### config.mk
export PLATFORM = sky130hd
export DESIGN_NAME = declaration_assignment_scanner
export DESIGN_NICKNAME = d
export VERILOG_FILES = /design/src/hdl/dasc_pkg.sv /design/src/hdl/declaration_assignment_scanner.sv /design/src/hdl/dasc_front.sv /design/src/hdl/dasc_queue.sv /design/src/hdl/dasc_back.sv
export SDC_FILE = /design/constraint.sdc
export NUM_CORES = 1
export LEC_CHECK = 0
export BUFFER_PORTS_ARGS = -buffer_cell sky130_fd_sc_hd__buf_2
export CAP_MARGIN = 20
export CORE_MARGIN = 2
export CORE_UTILIZATION = 50
export DETAILED_ROUTE_END_ITERATION = 6
export GPL_ROUTABILITY_DRIVEN = 1
export PLACE_DENSITY = 0.78
export SYNTH_ARGS = -nofsm -noshare
export SYNTH_HDL_FRONTEND = slang
export SYNTH_SLANG_ARGS = --single-unit
### constraint.sdc
create_clock -name clk -period 13.1 [get_ports clk]
set_input_delay 1.965 -clock clk [delete_from_list [all_inputs] [get_ports clk]]
set_output_delay 1.965 -clock clk [all_outputs]
set_load 0.005 [all_outputs]
### src/hdl/dasc_pkg.sv
package dasc_pkg;

  localparam int LINE_BITS_DEFAULT   = 20;
  localparam int COLUMN_BITS_DEFAULT = 16;
  localparam int DEPTH_BITS_DEFAULT  = 8;
  localparam int QUEUE_DEPTH_DEFAULT = 4;
  localparam int CHAR_BITS           = 21;
  localparam int OP_BITS             = 2;
  localparam int CLS_BITS            = 4;

  typedef enum logic [OP_BITS-1:0] {
    OP_START    = 2'd0,
    OP_CHAR     = 2'd1,
    OP_LINE_END = 2'd2,
    OP_TEXT_END = 2'd3
  } op_t;

  typedef enum logic [CLS_BITS-1:0] {
    CL_OTHER  = 4'd0,
    CL_SPACE  = 4'd1,
    CL_HASH   = 4'd2,
    CL_BSLASH = 4'd3,
    CL_DQUOTE = 4'd4,
    CL_SQUOTE = 4'd5,
    CL_OPEN   = 4'd6,
    CL_CLOSE  = 4'd7,
    CL_EQUAL  = 4'd8,
    CL_COLON  = 4'd9
  } cls_t;

  typedef struct packed {
    logic       searching;
    logic       in_triple;
    logic       triple_dq;
    logic       in_plain;
    logic       plain_dq;
    logic       escape;
    logic [1:0] skip;
    logic       in_comment;
    logic       continued;
    logic       line_bs;
    logic       line_token;
    logic       last_colon;
    logic       colon_valid;
  } scan_flags_t;

endpackage

### src/hdl/declaration_assignment_scanner.sv
// channel  dir  tdata                                       tuser
// s_axis   in   char_code, begin_line, begin_column         op
// m_axis   out  found, equal_line, equal_column, inferred,  -
//               colon_seen, colon_line_out, colon_column_out
//
// one word per cycle while the queue has room; a line end or text end waits at
// the queue head while each held character (up to two) goes through the scanner
// a small queue parts the classifier from the scanner, a result register parts
// the scanner from the output, so input is taken while a result waits
// rst is synchronous and clears the queue, scanner state and result valid flag
module declaration_assignment_scanner
  import dasc_pkg::*;
#(
  parameter int LINE_BITS   = LINE_BITS_DEFAULT,
  parameter int COLUMN_BITS = COLUMN_BITS_DEFAULT,
  parameter int DEPTH_BITS  = DEPTH_BITS_DEFAULT,
  localparam int IN_BITS    = CHAR_BITS + LINE_BITS + COLUMN_BITS,
  localparam int IN_W       = ((IN_BITS + 7) / 8) * 8,
  localparam int OUT_BITS   = 3 + 2 * LINE_BITS + 2 * COLUMN_BITS,
  localparam int OUT_W      = ((OUT_BITS + 7) / 8) * 8
) (
  input  logic               clk,
  input  logic               rst,
  input  logic               s_tvalid,
  output logic               s_tready,
  // char_code, begin_line, begin_column
  input  logic [IN_W-1:0]    s_tdata,
  // op
  input  logic [OP_BITS-1:0] s_tuser,
  output logic               m_tvalid,
  input  logic               m_tready,
  // found, equal_line, equal_column, inferred, colon_seen, colon_line_out,
  // colon_column_out
  output logic [OUT_W-1:0]   m_tdata
);

  localparam int Q_W = OP_BITS + CLS_BITS + LINE_BITS + COLUMN_BITS;

  cls_t                   cls;
  logic [Q_W-1:0]         q_in;
  logic [Q_W-1:0]         q_out;
  logic                   q_valid;
  logic                   q_pop;
  logic                   found;
  logic [LINE_BITS-1:0]   equal_line;
  logic [COLUMN_BITS-1:0] equal_column;
  logic                   inferred;
  logic                   colon_seen;
  logic [LINE_BITS-1:0]   colon_ln_out;
  logic [COLUMN_BITS-1:0] colon_col_out;

  dasc_front u_front (
    .char_code (s_tdata[CHAR_BITS-1:0]),
    .cls       (cls)
  );

  assign q_in = {s_tdata[IN_BITS-1:CHAR_BITS], cls, s_tuser};

  dasc_queue #(
    .WIDTH (Q_W),
    .DEPTH (QUEUE_DEPTH_DEFAULT)
  ) u_queue (
    .clk       (clk),
    .rst       (rst),
    .in_valid  (s_tvalid),
    .in_ready  (s_tready),
    .in_data   (q_in),
    .out_valid (q_valid),
    .out_ready (q_pop),
    .out_data  (q_out)
  );

  dasc_back #(
    .LINE_BITS   (LINE_BITS),
    .COLUMN_BITS (COLUMN_BITS),
    .DEPTH_BITS  (DEPTH_BITS)
  ) u_back (
    .clk           (clk),
    .rst           (rst),
    .head_valid    (q_valid),
    .head_pop      (q_pop),
    .head_op       (op_t'(q_out[OP_BITS-1:0])),
    .head_cls      (cls_t'(q_out[OP_BITS+CLS_BITS-1:OP_BITS])),
    .head_line     (q_out[OP_BITS+CLS_BITS+LINE_BITS-1:OP_BITS+CLS_BITS]),
    .head_column   (q_out[Q_W-1:OP_BITS+CLS_BITS+LINE_BITS]),
    .res_valid     (m_tvalid),
    .res_ready     (m_tready),
    .found         (found),
    .equal_line    (equal_line),
    .equal_column  (equal_column),
    .inferred      (inferred),
    .colon_seen    (colon_seen),
    .colon_ln_out  (colon_ln_out),
    .colon_col_out (colon_col_out)
  );

  assign m_tdata = OUT_W'({colon_col_out, colon_ln_out, colon_seen, inferred,
                           equal_column, equal_line, found});

endmodule

### src/hdl/dasc_front.sv
module dasc_front
  import dasc_pkg::*;
(
  input  logic [CHAR_BITS-1:0] char_code,
  output cls_t                 cls
);

  function automatic logic is_space(input logic [CHAR_BITS-1:0] c);
    return c == 21'h20 || (c >= 21'h09 && c <= 21'h0D) || c == 21'h85 || c == 21'hA0 ||
           c == 21'h1680 || (c >= 21'h2000 && c <= 21'h200A) || c == 21'h2028 ||
           c == 21'h2029 || c == 21'h202F || c == 21'h205F || c == 21'h3000;
  endfunction

  always_comb begin
    if (is_space(char_code)) begin
      cls = CL_SPACE;
    end else begin
      case (char_code)
        21'h23:  cls = CL_HASH;
        21'h5C:  cls = CL_BSLASH;
        21'h22:  cls = CL_DQUOTE;
        21'h27:  cls = CL_SQUOTE;
        21'h28:  cls = CL_OPEN;
        21'h5B:  cls = CL_OPEN;
        21'h7B:  cls = CL_OPEN;
        21'h29:  cls = CL_CLOSE;
        21'h5D:  cls = CL_CLOSE;
        21'h7D:  cls = CL_CLOSE;
        21'h3D:  cls = CL_EQUAL;
        21'h3A:  cls = CL_COLON;
        default: cls = CL_OTHER;
      endcase
    end
  end

endmodule

### src/hdl/dasc_queue.sv
module dasc_queue
  import dasc_pkg::*;
#(
  parameter int WIDTH = 8,
  parameter int DEPTH = QUEUE_DEPTH_DEFAULT
) (
  input  logic             clk,
  input  logic             rst,
  input  logic             in_valid,
  output logic             in_ready,
  input  logic [WIDTH-1:0] in_data,
  output logic             out_valid,
  input  logic             out_ready,
  output logic [WIDTH-1:0] out_data
);

  localparam int PTR_BITS = (DEPTH > 1) ? $clog2(DEPTH) : 1;
  localparam int CNT_BITS = $clog2(DEPTH + 1);

  logic [WIDTH-1:0]    mem [DEPTH];
  logic [PTR_BITS-1:0] wr_ptr;
  logic [PTR_BITS-1:0] rd_ptr;
  logic [CNT_BITS-1:0] count;
  logic                push;
  logic                pop;

  assign in_ready  = count != CNT_BITS'(DEPTH);
  assign out_valid = count != '0;
  assign out_data  = mem[rd_ptr];
  assign push      = in_valid && in_ready;
  assign pop       = out_valid && out_ready;

  always_ff @(posedge clk) begin
    if (push) begin
      mem[wr_ptr] <= in_data;
    end
  end

  always_ff @(posedge clk) begin
    if (rst) begin
      wr_ptr <= '0;
      rd_ptr <= '0;
      count  <= '0;
    end else begin
      if (push) begin
        wr_ptr <= (wr_ptr == PTR_BITS'(DEPTH - 1)) ? '0 : wr_ptr + PTR_BITS'(1);
      end
      if (pop) begin
        rd_ptr <= (rd_ptr == PTR_BITS'(DEPTH - 1)) ? '0 : rd_ptr + PTR_BITS'(1);
      end
      if (push && !pop) begin
        count <= count + CNT_BITS'(1);
      end else if (pop && !push) begin
        count <= count - CNT_BITS'(1);
      end
    end
  end

endmodule

### src/hdl/dasc_back.sv
module dasc_back
  import dasc_pkg::*;
#(
  parameter int LINE_BITS   = LINE_BITS_DEFAULT,
  parameter int COLUMN_BITS = COLUMN_BITS_DEFAULT,
  parameter int DEPTH_BITS  = DEPTH_BITS_DEFAULT
) (
  input  logic                   clk,
  input  logic                   rst,
  input  logic                   head_valid,
  output logic                   head_pop,
  input  op_t                    head_op,
  input  cls_t                   head_cls,
  input  logic [LINE_BITS-1:0]   head_line,
  input  logic [COLUMN_BITS-1:0] head_column,
  output logic                   res_valid,
  input  logic                   res_ready,
  output logic                   found,
  output logic [LINE_BITS-1:0]   equal_line,
  output logic [COLUMN_BITS-1:0] equal_column,
  output logic                   inferred,
  output logic                   colon_seen,
  output logic [LINE_BITS-1:0]   colon_ln_out,
  output logic [COLUMN_BITS-1:0] colon_col_out
);

  localparam logic [DEPTH_BITS-1:0] DEPTH_MAX = '1;

  scan_flags_t            flags, flags_next, p_flags;
  logic [DEPTH_BITS-1:0]  nest_depth, nest_depth_next, p_depth;
  logic [LINE_BITS-1:0]   colon_ln, colon_ln_next, p_colon_ln;
  logic [COLUMN_BITS-1:0] colon_col, colon_col_next, p_colon_col;
  logic [LINE_BITS-1:0]   current_line, current_line_next;
  logic [COLUMN_BITS-1:0] current_column, current_column_next, p_col;
  cls_t                   la0, la0_next, la1, la1_next;
  logic [1:0]             la_count, la_count_next;

  logic                   step;
  logic                   take;
  logic                   emit;
  logic                   emit_found;
  logic                   p_hit;
  logic                   p_has1;
  logic                   p_has2;
  cls_t                   p_quote;

  assign step     = head_valid && (!emit || !res_valid || res_ready);
  assign head_pop = step && take;

  // one held character through the scanner rules
  always_comb begin
    p_flags     = flags;
    p_depth     = nest_depth;
    p_colon_ln  = colon_ln;
    p_colon_col = colon_col;
    p_col       = current_column + COLUMN_BITS'(1);
    p_hit       = 1'b0;
    p_has1      = (head_op == OP_CHAR) || (la_count == 2'd2);
    p_has2      = head_op == OP_CHAR;
    p_quote     = CL_SQUOTE;
    if (flags.skip != 2'd0) begin
      p_flags.skip = flags.skip - 2'd1;
    end else if (flags.in_comment) begin
      p_flags.in_comment = 1'b1;
    end else if (flags.in_plain) begin
      p_quote = flags.plain_dq ? CL_DQUOTE : CL_SQUOTE;
      if (flags.escape) begin
        p_flags.escape = 1'b0;
      end else if (la0 == CL_BSLASH) begin
        p_flags.escape = 1'b1;
      end else if (la0 == p_quote) begin
        p_flags.in_plain = 1'b0;
      end
    end else if (flags.in_triple) begin
      p_quote = flags.triple_dq ? CL_DQUOTE : CL_SQUOTE;
      if (la0 == CL_BSLASH) begin
        p_flags.skip = 2'd1;
      end else if (la0 == p_quote && p_has2 && la1 == p_quote && head_cls == p_quote) begin
        p_flags.in_triple = 1'b0;
        p_flags.skip      = 2'd2;
      end
    end else if (la0 == CL_HASH) begin
      p_flags.in_comment = 1'b1;
    end else if (la0 == CL_SPACE) begin
      p_flags.in_comment = 1'b0;
    end else if (la0 == CL_BSLASH && !p_has1) begin
      p_flags.line_bs = 1'b1;
    end else begin
      p_flags.line_token = 1'b1;
      p_flags.last_colon = 1'b0;
      case (la0)
        CL_DQUOTE, CL_SQUOTE: begin
          if (p_has2 && la1 == la0 && head_cls == la0) begin
            p_flags.in_triple = 1'b1;
            p_flags.triple_dq = la0 == CL_DQUOTE;
            p_flags.skip      = 2'd2;
          end else begin
            p_flags.in_plain = 1'b1;
            p_flags.plain_dq = la0 == CL_DQUOTE;
            p_flags.escape   = 1'b0;
          end
        end
        CL_OPEN: begin
          if (nest_depth != DEPTH_MAX) begin
            p_depth = nest_depth + DEPTH_BITS'(1);
          end
        end
        CL_CLOSE: begin
          if (nest_depth != '0) begin
            p_depth = nest_depth - DEPTH_BITS'(1);
          end
        end
        CL_EQUAL: begin
          if (nest_depth == '0) begin
            p_hit              = 1'b1;
            p_flags.last_colon = flags.last_colon;
          end
        end
        CL_COLON: begin
          p_flags.last_colon  = 1'b1;
          p_flags.colon_valid = 1'b1;
          p_colon_ln          = current_line;
          p_colon_col         = current_column;
        end
        default: begin
          p_flags.last_colon = 1'b0;
        end
      endcase
    end
  end

  always_comb begin
    flags_next          = flags;
    nest_depth_next     = nest_depth;
    colon_ln_next       = colon_ln;
    colon_col_next      = colon_col;
    current_line_next   = current_line;
    current_column_next = current_column;
    la0_next            = la0;
    la1_next            = la1;
    la_count_next       = la_count;
    take                = 1'b0;
    emit                = 1'b0;
    emit_found          = 1'b0;
    if (head_op == OP_START) begin
      flags_next           = '0;
      flags_next.searching = 1'b1;
      nest_depth_next      = '0;
      colon_ln_next        = '0;
      colon_col_next       = '0;
      current_line_next    = head_line;
      current_column_next  = head_column;
      la0_next             = CL_OTHER;
      la1_next             = CL_OTHER;
      la_count_next        = 2'd0;
      take                 = 1'b1;
    end else if (!flags.searching) begin
      take = 1'b1;
    end else if (head_op == OP_CHAR && la_count != 2'd2) begin
      if (la_count == 2'd0) begin
        la0_next = head_cls;
      end else begin
        la1_next = head_cls;
      end
      la_count_next = la_count + 2'd1;
      take          = 1'b1;
    end else if (la_count != 2'd0) begin
      flags_next          = p_flags;
      nest_depth_next     = p_depth;
      colon_ln_next       = p_colon_ln;
      colon_col_next      = p_colon_col;
      current_column_next = p_col;
      la0_next            = la1;
      if (head_op == OP_CHAR) begin
        la1_next = head_cls;
        take     = 1'b1;
      end else begin
        la_count_next = la_count - 2'd1;
      end
      if (p_hit) begin
        la_count_next        = 2'd0;
        flags_next.searching = 1'b0;
        emit                 = 1'b1;
        emit_found           = 1'b1;
        take                 = 1'b1;
      end
    end else if (head_op == OP_TEXT_END) begin
      flags_next.searching = 1'b0;
      emit                 = 1'b1;
      take                 = 1'b1;
    end else begin
      // end of a physical line with nothing held
      take                  = 1'b1;
      flags_next.in_comment = 1'b0;
      flags_next.in_plain   = 1'b0;
      flags_next.escape     = 1'b0;
      flags_next.skip       = 2'd0;
      if (!flags.in_triple) begin
        if (flags.line_bs) begin
          flags_next.continued = 1'b1;
        end else if (flags.line_token) begin
          flags_next.continued = 1'b0;
        end
        if (!flags_next.continued && nest_depth == '0) begin
          flags_next.searching = 1'b0;
          emit                 = 1'b1;
        end
      end
      flags_next.line_bs    = 1'b0;
      flags_next.line_token = 1'b0;
      current_line_next     = current_line + LINE_BITS'(1);
      current_column_next   = '0;
    end
  end

  always_ff @(posedge clk) begin
    if (rst) begin
      flags          <= '0;
      nest_depth     <= '0;
      colon_ln       <= '0;
      colon_col      <= '0;
      current_line   <= '0;
      current_column <= '0;
      la0            <= CL_OTHER;
      la1            <= CL_OTHER;
      la_count       <= 2'd0;
    end else if (step) begin
      flags          <= flags_next;
      nest_depth     <= nest_depth_next;
      colon_ln       <= colon_ln_next;
      colon_col      <= colon_col_next;
      current_line   <= current_line_next;
      current_column <= current_column_next;
      la0            <= la0_next;
      la1            <= la1_next;
      la_count       <= la_count_next;
    end
  end

  always_ff @(posedge clk) begin
    if (rst) begin
      res_valid <= 1'b0;
    end else if (step && emit) begin
      res_valid <= 1'b1;
    end else if (res_ready) begin
      res_valid <= 1'b0;
    end
  end

  always_ff @(posedge clk) begin
    if (step && emit) begin
      found         <= emit_found;
      equal_line    <= emit_found ? current_line : '0;
      equal_column  <= emit_found ? current_column : '0;
      inferred      <= emit_found && flags.last_colon;
      colon_seen    <= flags_next.colon_valid;
      colon_ln_out  <= flags_next.colon_valid ? colon_ln_next : '0;
      colon_col_out <= flags_next.colon_valid ? colon_col_next : '0;
    end
  end

endmodule
# Yosys cells after proc, flatten, opt, wreduce, memory -nomap -nowiden
# Memory sizes are Yosys's and may differ from the RTL's. A register that Yosys moved wholly into a read port is not among the register bits.
# Cells that the tools add are included.
[op_classes] add_sub_neg=11 n_lt_le_gt_ge=4 eq_ne=84 mux=176 n_reduce_logical=73
[ops] op="20-bit two-way mux" n=17
[ops] op="16-bit two-way mux" n=17
[ops] op="21-bit by 6-bit == test with 1-bit output, second input constant" n=8
[ops] op="21-bit by 14-bit == test with 1-bit output, second input constant" n=5
[ops] op="21-bit by 7-bit == test with 1-bit output, second input constant" n=5
[ops] op="8-bit two-way mux" n=13
[ops] op="7-bit two-way mux" n=11
[ops] op="4-bit two-way mux" n=19
[ops] op="1-bit two-way mux" n=68
[ops] op="21-bit by 8-bit == test with 1-bit output, second input constant" n=2
[ops] op="14-bit two-way mux" n=3
[ops] op="2-bit two-way mux" n=19
[ops] op="12-bit AND reduction" n=3
[ops] op="4-bit case mux with 8 select lines" n=1
[ops] op="13-bit AND reduction" n=2
[ops] op="4-bit == test" n=6
[ops] op="3-bit inequality test, second input constant" n=8
[ops] op="11-bit AND reduction" n=2
[ops] op="21-bit by 13-bit == test with 1-bit output, second input constant" n=1
[ops] op="21-bit by 14-bit >= comparator with 1-bit output, second input constant" n=1
[ops] op="21-bit by 4-bit >= comparator with 1-bit output, second input constant" n=1
[ops] op="21-bit by 14-bit <= comparator with 1-bit output, second input constant" n=1
[ops] op="21-bit by 4-bit <= comparator with 1-bit output, second input constant" n=1
[ops] op="20-bit by 1-bit adder with 20-bit output, second input constant" n=1
[ops] op="other kinds (44)" n=133
[totals] regBits=187 ram_bits=168 input_bits=70 out_inout_bits=82 word_cells=381 mem_count=1
[memory_table] memory="u_queue.mem" words=4 word_bits=42 rd=1 rd_ports_with_merged_regs=1 write_ports=1 line="dasc_queue.sv:20" rtl="logic [WIDTH-1:0] mem [DEPTH];"

# Depth between registers and ports, before layout
# Gate-level depths: netlist of run 1.
[depth] word_depth=26 ltp_mapped=14 depth_no_buf=13

# By module
# Synthesis of run 1 repeated with hierarchy kept, for this count alone.
[unflattened] cells_unflattened=1391 area_unflattened_um2=16438.3
[by_module_without_submodules] mod="dasc_back" instances=1 cells_each=1038 area_each_um2=9364.0
[by_module_without_submodules] mod="dasc_queue" instances=1 cells_each=268 area_each_um2=6530.0
[by_module_without_submodules] mod="dasc_front" instances=1 cells_each=76 area_each_um2=480.5
[by_module_without_submodules] mod="declaration_assignment_scanner" instances=1 cells_each=9 area_each_um2=63.8

# Least setup slack after synthesis of run 1
# No wires, ideal clock.
[synth_timing] path_type="input to register" from="input m_tready" to="register u_back.colon_col_out[0], enable pin" arrival_ps=4375 setup_slack_ps=8282 path_stages=5 n_path_buf=1 path_cell_list="nor2b_1 > and2_1 > a31oi_1 > buf_2 > and3_1"
[synth_between] elab_chain_cells=3
[synth_rtl] item="start: declaration" line="declaration_assignment_scanner.sv:31" rtl="input logic m_tready,"
[synth_rtl] item="1-bit logical OR" line="dasc_back.sv:47" rtl="assign step = head_valid && (!emit || !res_valid || res_ready);"
[synth_rtl] item="1-bit logical AND" line="dasc_back.sv:47"
[synth_rtl] item="1-bit logical AND" line="dasc_back.sv:251" rtl="if (step && emit) begin"
[synth_rtl] item="end signal: assignment" line="dasc_back.sv:258" rtl="colon_col_out <= flags_next.colon_valid ? colon_col_next : '0;"
[synth_rtl] item="end: declaration" line="dasc_back.sv:24" rtl="output logic [COLUMN_BITS-1:0] colon_col_out"
# No other way between the ends.
# A chain may end at the register's enable or synchronous reset.

==> results.json, run 1 <==
{
  "status": "finished with violations",
  "violations": "DRC",
  "route.detailed.drc": 1,
  "synth_seq_cells": 357,
  "relSlewSlack_pct": 24.9,
  "pre_cts_slack_ns": 8.39,
  "hold_slack_ns": 0.450,
  "fin_crit_sh_pct": 36.0,
  "viasPerCell": 6.22,
  "clock_path_buffers": 3,
  "max_stage_delay_ns": 0.83,
  "clk_pin_slew_ns": 0.06,
  "wl_per_cell_um": 20.4,
  "layout_setup_ws_ns": 8.39,
  "utilization_pct": 57.8,
  "coreArea_mm2": 0.0317,
  "skew_ns": 0.0144,
  "power_mw": 3.53,
  "grt_pass1_vias": 10700,
  "antenna_found_initial": 3,
  "cp_data_arrival_time_ns": 4.86,
  "fmax_mhz": 212,
  "cellPowerDensity_mw_per_mm2": 193,
  "num-fill-cells": 2468,
  "drv_cap": 0,
  "final_common_cell": "edfxtp_1",
  "muxShareOfSynthArea_pct": 7.50,
  "start_util_pct": 51.1,
  "switching_share_pct": 35.1,
  "synth_top_family_by_area": "simple AND/OR/NAND/NOR gates",
  "seq_power_share_pct": 41.1,
  "ir_drop_uv": 151,
  "numPortBuffers": 139,
  "first_pass_iters": 7,
  "crit_family": "compound AO/OA/AOI/OAI gates",
  "synth_fa_ha_area_share_pct": 1.48,
  "cp-start-kind": "flip-flop",
  "place_congestion": 0.900,
  "switching_power_mw": 1.24,
  "grt_max_degree": 89,
  "synth.avg_cell_area_um2": 12.2,
  "holdCritPathClass": "flip-flop to flip-flop",
  "synth_top_area_cell": "edfxtp_1",
  "worst-path-buf-inv": 2,
  "synthCells": 1330,
  "hold_viol": 0,
  "final_layout_size_suffix_gt1_share_pct": 20.6,
  "crit_top_cell": "buf_4",
  "synth_edf_count": 243,
  "synth_compound_area_share_pct": 13.2,
  "cts_hold_buf": 0,
  "yosysWarnings": 0,
  "p_comb_share_pct": 30.5,
  "dpl.hpwl_um": 24200,
  "setup_tns_ns": 0,
  "seq_area_frac_synth_pct": 59.1,
  "cts-root-buf": "clkbuf_16",
  "synthFlopType": "edfxtp_1",
  "cts_max_level": 2,
  "rows": 65,
  "cp_max_fo": 76,
  "synth-xor-area-share_pct": 0.756,
  "syn_area_mm2": 0.0162,
  "rsz0062_at_grt": "false",
  "p_clk_share_pct": 28.4,
  "insertion_delay_ns": 0.52,
  "gr-total-overflow": 0,
  "layout_common_cells": "edfxtp_1, buf_2, dfxtp_1",
  "tightestPinTransition_ns": 1.12,
  "synth_top_area_share_pct": 45.0,
  "worstPathRequired_ns": 13.24,
  "setup_violations": 0,
  "drt_iter0_drc": 1627,
  "routed_wl_um": 37800,
  "end_kind": "flip-flop",
  "die_w_um": 184,
  "p_leak_nw": 5.95,
  "slew_viol_final": 0,
  "synthTopCellsByArea": "edfxtp_1, dfxtp_1, mux4_2, a21oi_1, nand2_1",
  "ios": 152,
  "cts.sink_count": 357,
  "grt_use_total_pct": 22.1,
  "tritoncts": "yes",
  "multiInputGateArea_mm2": 0.00606,
  "die_area_mm2": 0.0339,
  "fin_nets": 1511,
  "grt_pass1_wl_um": 59100,
  "ctsResizeCount": 0,
  "p_int_mw": 2.29,
  "die_h_um": 184,
  "crit_slowest_cell": "and3_4",
  "register_area_mm2": 0.00958,
  "cts_setup_buffers": 0,
  "crit_chain": "buf_4 -> mux4_2 -> a22o_2 -> and2_1 -> a31oi_1 -> buf_4 -> and3_4",
  "postSynth.asyncResetShare_pct": 0,
  "ys_types": 92,
  "cts_inserted_buffers": 37,
  "yosys.area_share.simple_pct": 14.1,
  "critPathKind": "flip-flop to flip-flop",
  "area_delta_synth_final_pct": 13.2,
  "finalCriticalPeriod_ns": 4.71,
  "dr_total_vias": 11500,
  "ant_nets": 0
}
[registers in the layout, indices dropped and copies added, names as in the netlist, 4 cells and up, named ones only]
name                   count
u_back.current_line       20
u_back.equal_column       16
u_queue.mem              168
u_back.colon_ln_out       20
u_back.nest_depth          8
u_back.la1                 4
u_back.la0                 4
u_back.colon_col_out      16
u_back.colon_col          16
u_back.equal_line         20
u_back.colon_ln           20
u_back.current_column     16
u_back.flags              14
[cells in the mapped netlist, types with 6 or more instances]
library cell,n
edfxtp_1,243
dfxtp_1,114
nand2_1,107
a21oi_1,94
nand3_1,69
clkbuf_1,63
nor2_1,49
mux4_2,44
and2_1,39
nor3_1,39
a22o_1,30
o21ai_0,30
o31ai_1,26
inv_1,25
buf_2,24
nand4_1,20
a31oi_1,19
mux2i_1,18
a211oi_1,17
and3_1,17
ha_1,16
o311ai_0,13
or3_1,12
buf_4,11
nor2b_1,10
nand2b_1,9
nor4_1,9
a22oi_1,7
a311oi_1,7
xnor2_1,7
xor2_1,7
buf_1,6
[metal layers]
metal	track usage (%)	vias to the layer above	routed length, um
li1	-	5336	-
met1	32.1	5582	16500
met2	34.7	530	17500
met3	4.10	73	3150
met4	5.18	2	651
met5	0	-	11
[cell type report]
type,count,share of cell area (%)
Sequential cell,357,52.2
Tap cell,402,2.74
Inverter,25,0.512
Multi-Input combinational cell,843,33.0
Antenna cell,1,0.0136
Clock buffer,46,5.52
Clock inverter,21,0.832
Timing Repair Buffer,159,5.10
[worst min-delay path: stages (launching register included)]
cell,delay [ns]
dfxtp_1,0.31
nand2_1,0.05
a21oi_1,0.05
[path summary, 6_finish.rpt]
kind                             from                     end  slack [ns]  cells past startpoint
setup / recovery            flip-flop  u_back.equal_column[5]        8.39                      7
hold / removal    u_back.colon_col[5]     u_back.colon_col[5]        0.45                      2
setup reg to reg            flip-flop  u_back.equal_column[5]        8.39                      7
hold reg to reg   u_back.colon_col[5]     u_back.colon_col[5]        0.45                      2
[power by group through the flow]
stage | combinational (mW) | sequential [mW] | clock [mW]
after global routing | 1.16 | 1.47 | 1.06
after global placement | 1.03 | 1.47 | 0
after detailed placement | 1.05 | 1.47 | 0
final | 1.08 | 1.45 | 1.00
after CTS | 1.06 | 1.45 | 1.02
after floorplan | 0.788 | 1.42 | 0
[through the flow]
stage | cell area (um^2) | std cells
2_1_floorplan | 16200 | 1334
3_3_place_gp | 17000 | 1780
3_5_place_dp | 17000 | 1780
4_1_cts | 18200 | 1847
5_1_grt | 18300 | 1853
6_report | 18300 | 1854
[kinds of logic (layout without fill, tap and decap cells)]
| group | after synthesis | count (layout) |
|---|---|---|
| compound gates | 312 | 312 |
| buf+inv | 134 | 251 |
| xor+xnor | 14 | 14 |
| simple gates | 428 | 428 |
| other cells | 1 | 6 |
| flops | 357 | 357 |
| fa+ha+maj | 18 | 18 |
| mux | 66 | 66 |
Power figures use the tool's default switching activity.
==> inputs of run 2 (changes only) <==
--- a/config.mk
+++ b/config.mk
@@ -11,7 +11,7 @@
 export CORE_UTILIZATION = 50
 export DETAILED_ROUTE_END_ITERATION = 6
 export GPL_ROUTABILITY_DRIVEN = 1
-export PLACE_DENSITY = 0.78
+export PLACE_DENSITY = 0.81
 export SYNTH_ARGS = -nofsm -noshare
 export SYNTH_HDL_FRONTEND = slang
 export SYNTH_SLANG_ARGS = --single-unit
==> constraint.sdc (replaced) <==
create_clock -name clk -period 3.82 [get_ports clk]
set_input_delay 0.573 -clock clk [delete_from_list [all_inputs] [get_ports clk]]
set_output_delay 0.573 -clock clk [all_outputs]
set_load 0.005 [all_outputs]
==> results.json, run 2 (same netlist as run 1, synthesis figures left out) <==
{
  "status": "finished clean",
  "final_layout_size_suffix_gt1_share_pct": 21.2,
  "dr_total_vias": 11700,
  "hold_slack_ns": 0.265,
  "ios": 152,
  "cp_max_fo": 6,
  "setup_violations": 0,
  "holdCritPathClass": "input pin to flip-flop",
  "final_common_cell": "edfxtp_1",
  "hold_path_depth": 1,
  "drt_iter0_drc": 1369,
  "die_h_um": 184,
  "reg2reg_from": "u_back.flags[7]",
  "cp-start-kind": "flip-flop",
  "crit_family": "simple AND/OR/NAND/NOR gates",
  "first_pass_iters": 7,
  "cellPowerDensity_mw_per_mm2": 673,
  "placedCellCount": 1799,
  "finalCriticalPeriod_ns": 3.42,
  "ctsResizeCount": 0,
  "gr-total-overflow": 0,
  "insertion_delay_ns": 0.53,
  "p_leak_nw": 6.06,
  "largest_reg_flops": 168,
  "cts_inserted_buffers": 37,
  "rsz0062_at_grt": "false",
  "coreArea_mm2": 0.0317,
  "layout_common_cells": "edfxtp_1, buf_2, dfxtp_1",
  "clk_pin_slew_ns": 0.06,
  "cts_hold_buf": 0,
  "ant_nets": 0,
  "skew_ns": 0.0275,
  "viasPerCell": 6.26,
  "drv_cap": 0,
  "grt_use_total_pct": 22.8,
  "ff2ff_path_depth": 11,
  "area_delta_synth_final_pct": 14.3,
  "crit_chain": "or4_4 -> or4b_4 -> o21ai_1 -> a31oi_1 -> nand2_1 -> ha_1 -> inv_1 -> fa_1 -> xor2_1 -> or3_1 -> a21oi_1",
  "wl_per_cell_um": 21.0,
  "place_congestion": 0.940,
  "fin_nets": 1528,
  "die_w_um": 184,
  "start_util_pct": 51.1,
  "num-fill-cells": 2539,
  "dpl.hpwl_um": 25800,
  "power_mw": 12.5,
  "cp_data_arrival_time_ns": 3.86,
  "ir_drop_uv": 379,
  "crit_slowest_cell": "or4_4",
  "cts_setup_buffers": 0,
  "cts_max_level": 2,
  "top_register": "u_queue.mem",
  "grt_max_degree": 57,
  "critPathKind": "flip-flop to flip-flop",
  "path_depth": 11,
  "fmax_mhz": 292,
  "grt_pass1_wl_um": 60800,
  "numPortBuffers": 139,
  "max_stage_delay_ns": 0.62,
  "fin_crit_sh_pct": 89.6,
  "relSlewSlack_pct": 35.1,
  "setup_tns_ns": 0,
  "grt_pass1_vias": 11000,
  "clock_path_buffers": 3,
  "cts.sink_count": 357,
  "tritoncts": "yes",
  "routed_wl_um": 39300,
  "hold_path_startpoint": "s_tdata[54]",
  "hold_viol": 0,
  "route.detailed.drc": 0,
  "worst-path-buf-inv": 1,
  "end_kind": "flip-flop",
  "slew_viol_final": 0,
  "die_area_mm2": 0.0339,
  "antenna_found_initial": 5,
  "rows": 65,
  "cts-root-buf": "clkbuf_16",
  "tightestPinTransition_ns": 0.970,
  "cp-startpoint": "u_back.flags[7]",
  "worstPathRequired_ns": 4.26,
  "fin_cells": 1875
}
[run 2: layout make-up]
type | instances | area, um^2 | share of cell area [%]
multi-input cells | 843 | 6060 | 32.7
repair buffers | 176 | 1050 | 5.67
diodes | 4 | 10.0 | 0.0540
clock buffers | 51 | 1040 | 5.62
flip-flops and latches | 357 | 9580 | 51.7
well taps | 402 | 503 | 2.71
clock inverters | 17 | 191 | 1.03
inverters | 25 | 93.8 | 0.506
[run 2: final timing paths]
check	to	slack (ns)
max reg2reg	u_queue.count[2]	0.40
min reg2reg	u_back.colon_ln[7]	0.45
min	u_queue.mem[1][39]	0.26
max	u_queue.count[2]	0.40
[run 2: where the power goes]
| part | total [mW] | switching (mW) | leakage (nW) | internal, mW |
|---|---|---|---|---|
| sequential | 5.00 | 0.401 | 3.02 | 4.60 |
| combinational | 3.83 | 2.46 | 2.44 | 1.37 |
| clock | 3.63 | 1.45 | 0.601 | 2.19 |
[run 2: routing by layer]
layer	share of wire [%]	wire length [um]	track usage, %
met1	42	16400	32.3
met2	46	18200	35.7
met3	9.7	3800	5.05
met4	2.4	927	6.40
met5	0.033	13	0
[run 2: per-stage QoR]
stage                     setup WS [ns]  cell area (um^2)  utilization, %
after global placement            0.535             17200            54.2
after CTS                         0.433             18400            58.1
after global routing              0.258             18500            58.4
final                             0.398             18500            58.4
after detailed placement          0.457             17200            54.2
after floorplan                   0.468             16200               -
==> inputs of run 3 (changes only) <==
--- a/config.mk
+++ b/config.mk
@@ -11,7 +11,8 @@
 export CORE_UTILIZATION = 50
 export DETAILED_ROUTE_END_ITERATION = 6
 export GPL_ROUTABILITY_DRIVEN = 1
-export PLACE_DENSITY = 0.81
+export PLACE_DENSITY = 0.78
+export REMOVE_ABC_BUFFERS = 1
 export SYNTH_ARGS = -nofsm -noshare
 export SYNTH_HDL_FRONTEND = slang
 export SYNTH_SLANG_ARGS = --single-unit
==> constraint.sdc (replaced) <==
create_clock -name clk -period 3.5 [get_ports clk]
set_input_delay 0.35 -clock clk [delete_from_list [all_inputs] [get_ports clk]]
set_output_delay 0.35 -clock clk [all_outputs]
set_load 0.005 [all_outputs]
==> results.json, run 3 (same netlist as run 1, synthesis figures left out) <==
{
  "relSlewSlack_pct": 28.9,
  "cts_inserted_buffers": 38,
  "r2r_end": "u_queue.count[2]",
  "drv_cap": 0,
  "reg2reg_from": "u_back.flags[7]",
  "rows": 65,
  "tritoncts": "yes",
  "die_area_mm2": 0.0339,
  "cp-start-kind": "flip-flop",
  "place_congestion": 0.934,
  "seq_power_share_pct": 39.4,
  "status": "finished clean",
  "hold_viol": 0,
  "utilization_pct": 58.7,
  "die_h_um": 184,
  "finalCriticalPeriod_ns": 3.27,
  "drt_iter0_drc": 1307,
  "clock_path_buffers": 3,
  "tightestPinTransition_ns": 1.07,
  "antenna_cells": 0,
  "whs_endpoint": "u_queue.mem[0][21]",
  "ff2ff_path_depth": 11,
  "routed_wl_um": 39000,
  "critPathKind": "flip-flop to flip-flop",
  "cts-root-buf": "clkbuf_16",
  "wl_per_cell_um": 20.7,
  "slew_viol_final": 0,
  "fin_nets": 1542,
  "start_util_pct": 51.1,
  "cts_max_level": 2,
  "largest_reg_flops": 168,
  "cp_data_arrival_time_ns": 3.72,
  "end_kind": "flip-flop",
  "holdCritPathClass": "input pin to flip-flop",
  "fin_cells": 1884,
  "dpl.hpwl_um": 25700,
  "cp_max_fo": 6,
  "grt_pass1_vias": 11300,
  "ff2ff_setup_slack_ns": 0.23,
  "grt_pass1_wl_um": 61500,
  "layout_setup_ws_ns": 0.226,
  "p_leak_nw": 6.11,
  "hold_path_startpoint": "s_tdata[36]",
  "numPortBuffers": 139,
  "power_mw": 13.7,
  "coreArea_mm2": 0.0317,
  "fmax_mhz": 305,
  "layout_common_cells": "edfxtp_1, buf_2, dfxtp_1",
  "first_pass_iters": 5,
  "skew_ns": 0.0136,
  "p_int_mw": 8.96,
  "pre_cts_slack_ns": 0.278,
  "setup_violations": 0,
  "clk_pin_slew_ns": 0.06,
  "hold_path_depth": 1,
  "worstPathRequired_ns": 3.94,
  "top_register": "u_queue.mem",
  "setup_tns_ns": 0,
  "final_common_cell": "edfxtp_1",
  "ant_nets": 0,
  "fin_crit_sh_pct": 93.5,
  "dr_total_vias": 11700,
  "final_layout_size_suffix_gt1_share_pct": 22.1,
  "placedCellCount": 1812,
  "grt_max_degree": 61,
  "area_delta_synth_final_pct": 14.9,
  "rsz0062_at_grt": "false",
  "cts_hold_buf": 0,
  "cts.sink_count": 357,
  "p_clk_share_pct": 29.2,
  "antenna_found_initial": 1,
  "cellPowerDensity_mw_per_mm2": 735,
  "die_w_um": 184,
  "insertion_delay_ns": 0.53,
  "route.detailed.drc": 0,
  "grt_use_total_pct": 23.1,
  "viasPerCell": 6.23,
  "ctsResizeCount": 0,
  "switching_power_mw": 4.74,
  "ir_drop_uv": 496,
  "cts_setup_buffers": 0,
  "p_comb_share_pct": 31.4,
  "gr-total-overflow": 0,
  "ios": 152,
  "switching_share_pct": 34.6
}
run 3: how the worst max path moves through the flow:
stage,end,depth (start not counted),slack (ns),startpoint
floorplan,u_back.colon_col_out[0],5,-2.93,flip-flop
global placement,u_queue.count[2],11,0.26,u_back.flags[7]
detailed placement,u_queue.count[2],11,0.28,u_back.flags[7]
CTS,u_queue.count[2],11,0.24,u_back.flags[7]
global route,u_queue.count[2],11,0.04,u_back.flags[7]
finish,u_queue.count[2],11,0.23,u_back.flags[7]
run 3: per-stage QoR:
step	hold slack, ns	instance area, um^2
2_1_floorplan	0.419	15700
3_3_place_gp	0.437	17300
3_5_place_dp	0.443	17300
4_1_cts	0.0257	18500
5_1_grt	0.0274	18600
6_report	0.0398	18600
run 3: area by class of cell:
| type | count | area [um^2] |
|---|---|---|
| well taps | 402 | 503 |
| flip-flops and latches | 357 | 9580 |
| multi-input cells | 843 | 6060 |
| repair buffers | 189 | 1140 |
| inverters | 25 | 93.8 |
| clock inverters | 21 | 220 |
| clock buffers | 47 | 1030 |
| fillers | 2505 | 13100 |
run 3: layer usage:
| layer | global-route usage, % | vias up | share of wire (%) |
|---|---|---|---|
| met5 | 0 | - | 0.018 |
| met4 | 7.58 | 2 | 2.4 |
| met3 | 3.63 | 77 | 7.1 |
| met2 | 36.0 | 508 | 46 |
| met1 | 33.2 | 5767 | 44 |
| li1 | - | 5381 | - |
run 3: power by group through the flow:
| stage | combinational [mW] | clock [mW] | sequential [mW] |
|---|---|---|---|
| after floorplan | 2.47 | 0 | 5.54 |
| after global placement | 4.10 | 0 | 5.45 |
| after detailed placement | 4.17 | 0 | 5.48 |
| after CTS | 4.20 | 4.06 | 5.40 |
| after global routing | 4.63 | 4.23 | 5.46 |
| final | 4.29 | 4.00 | 5.40 |
run 3: worst max-delay path, cell delays in order (launching register included):
cell,delay (ns)
dfxtp_1,0.35
or4_4,0.62
or4b_4,0.55
o21ai_1,0.19
a31oi_1,0.15
nand2_1,0.10
ha_1,0.19
inv_1,0.06
fa_1,0.37
xor2_1,0.18
or3_1,0.31
a21oi_1,0.14
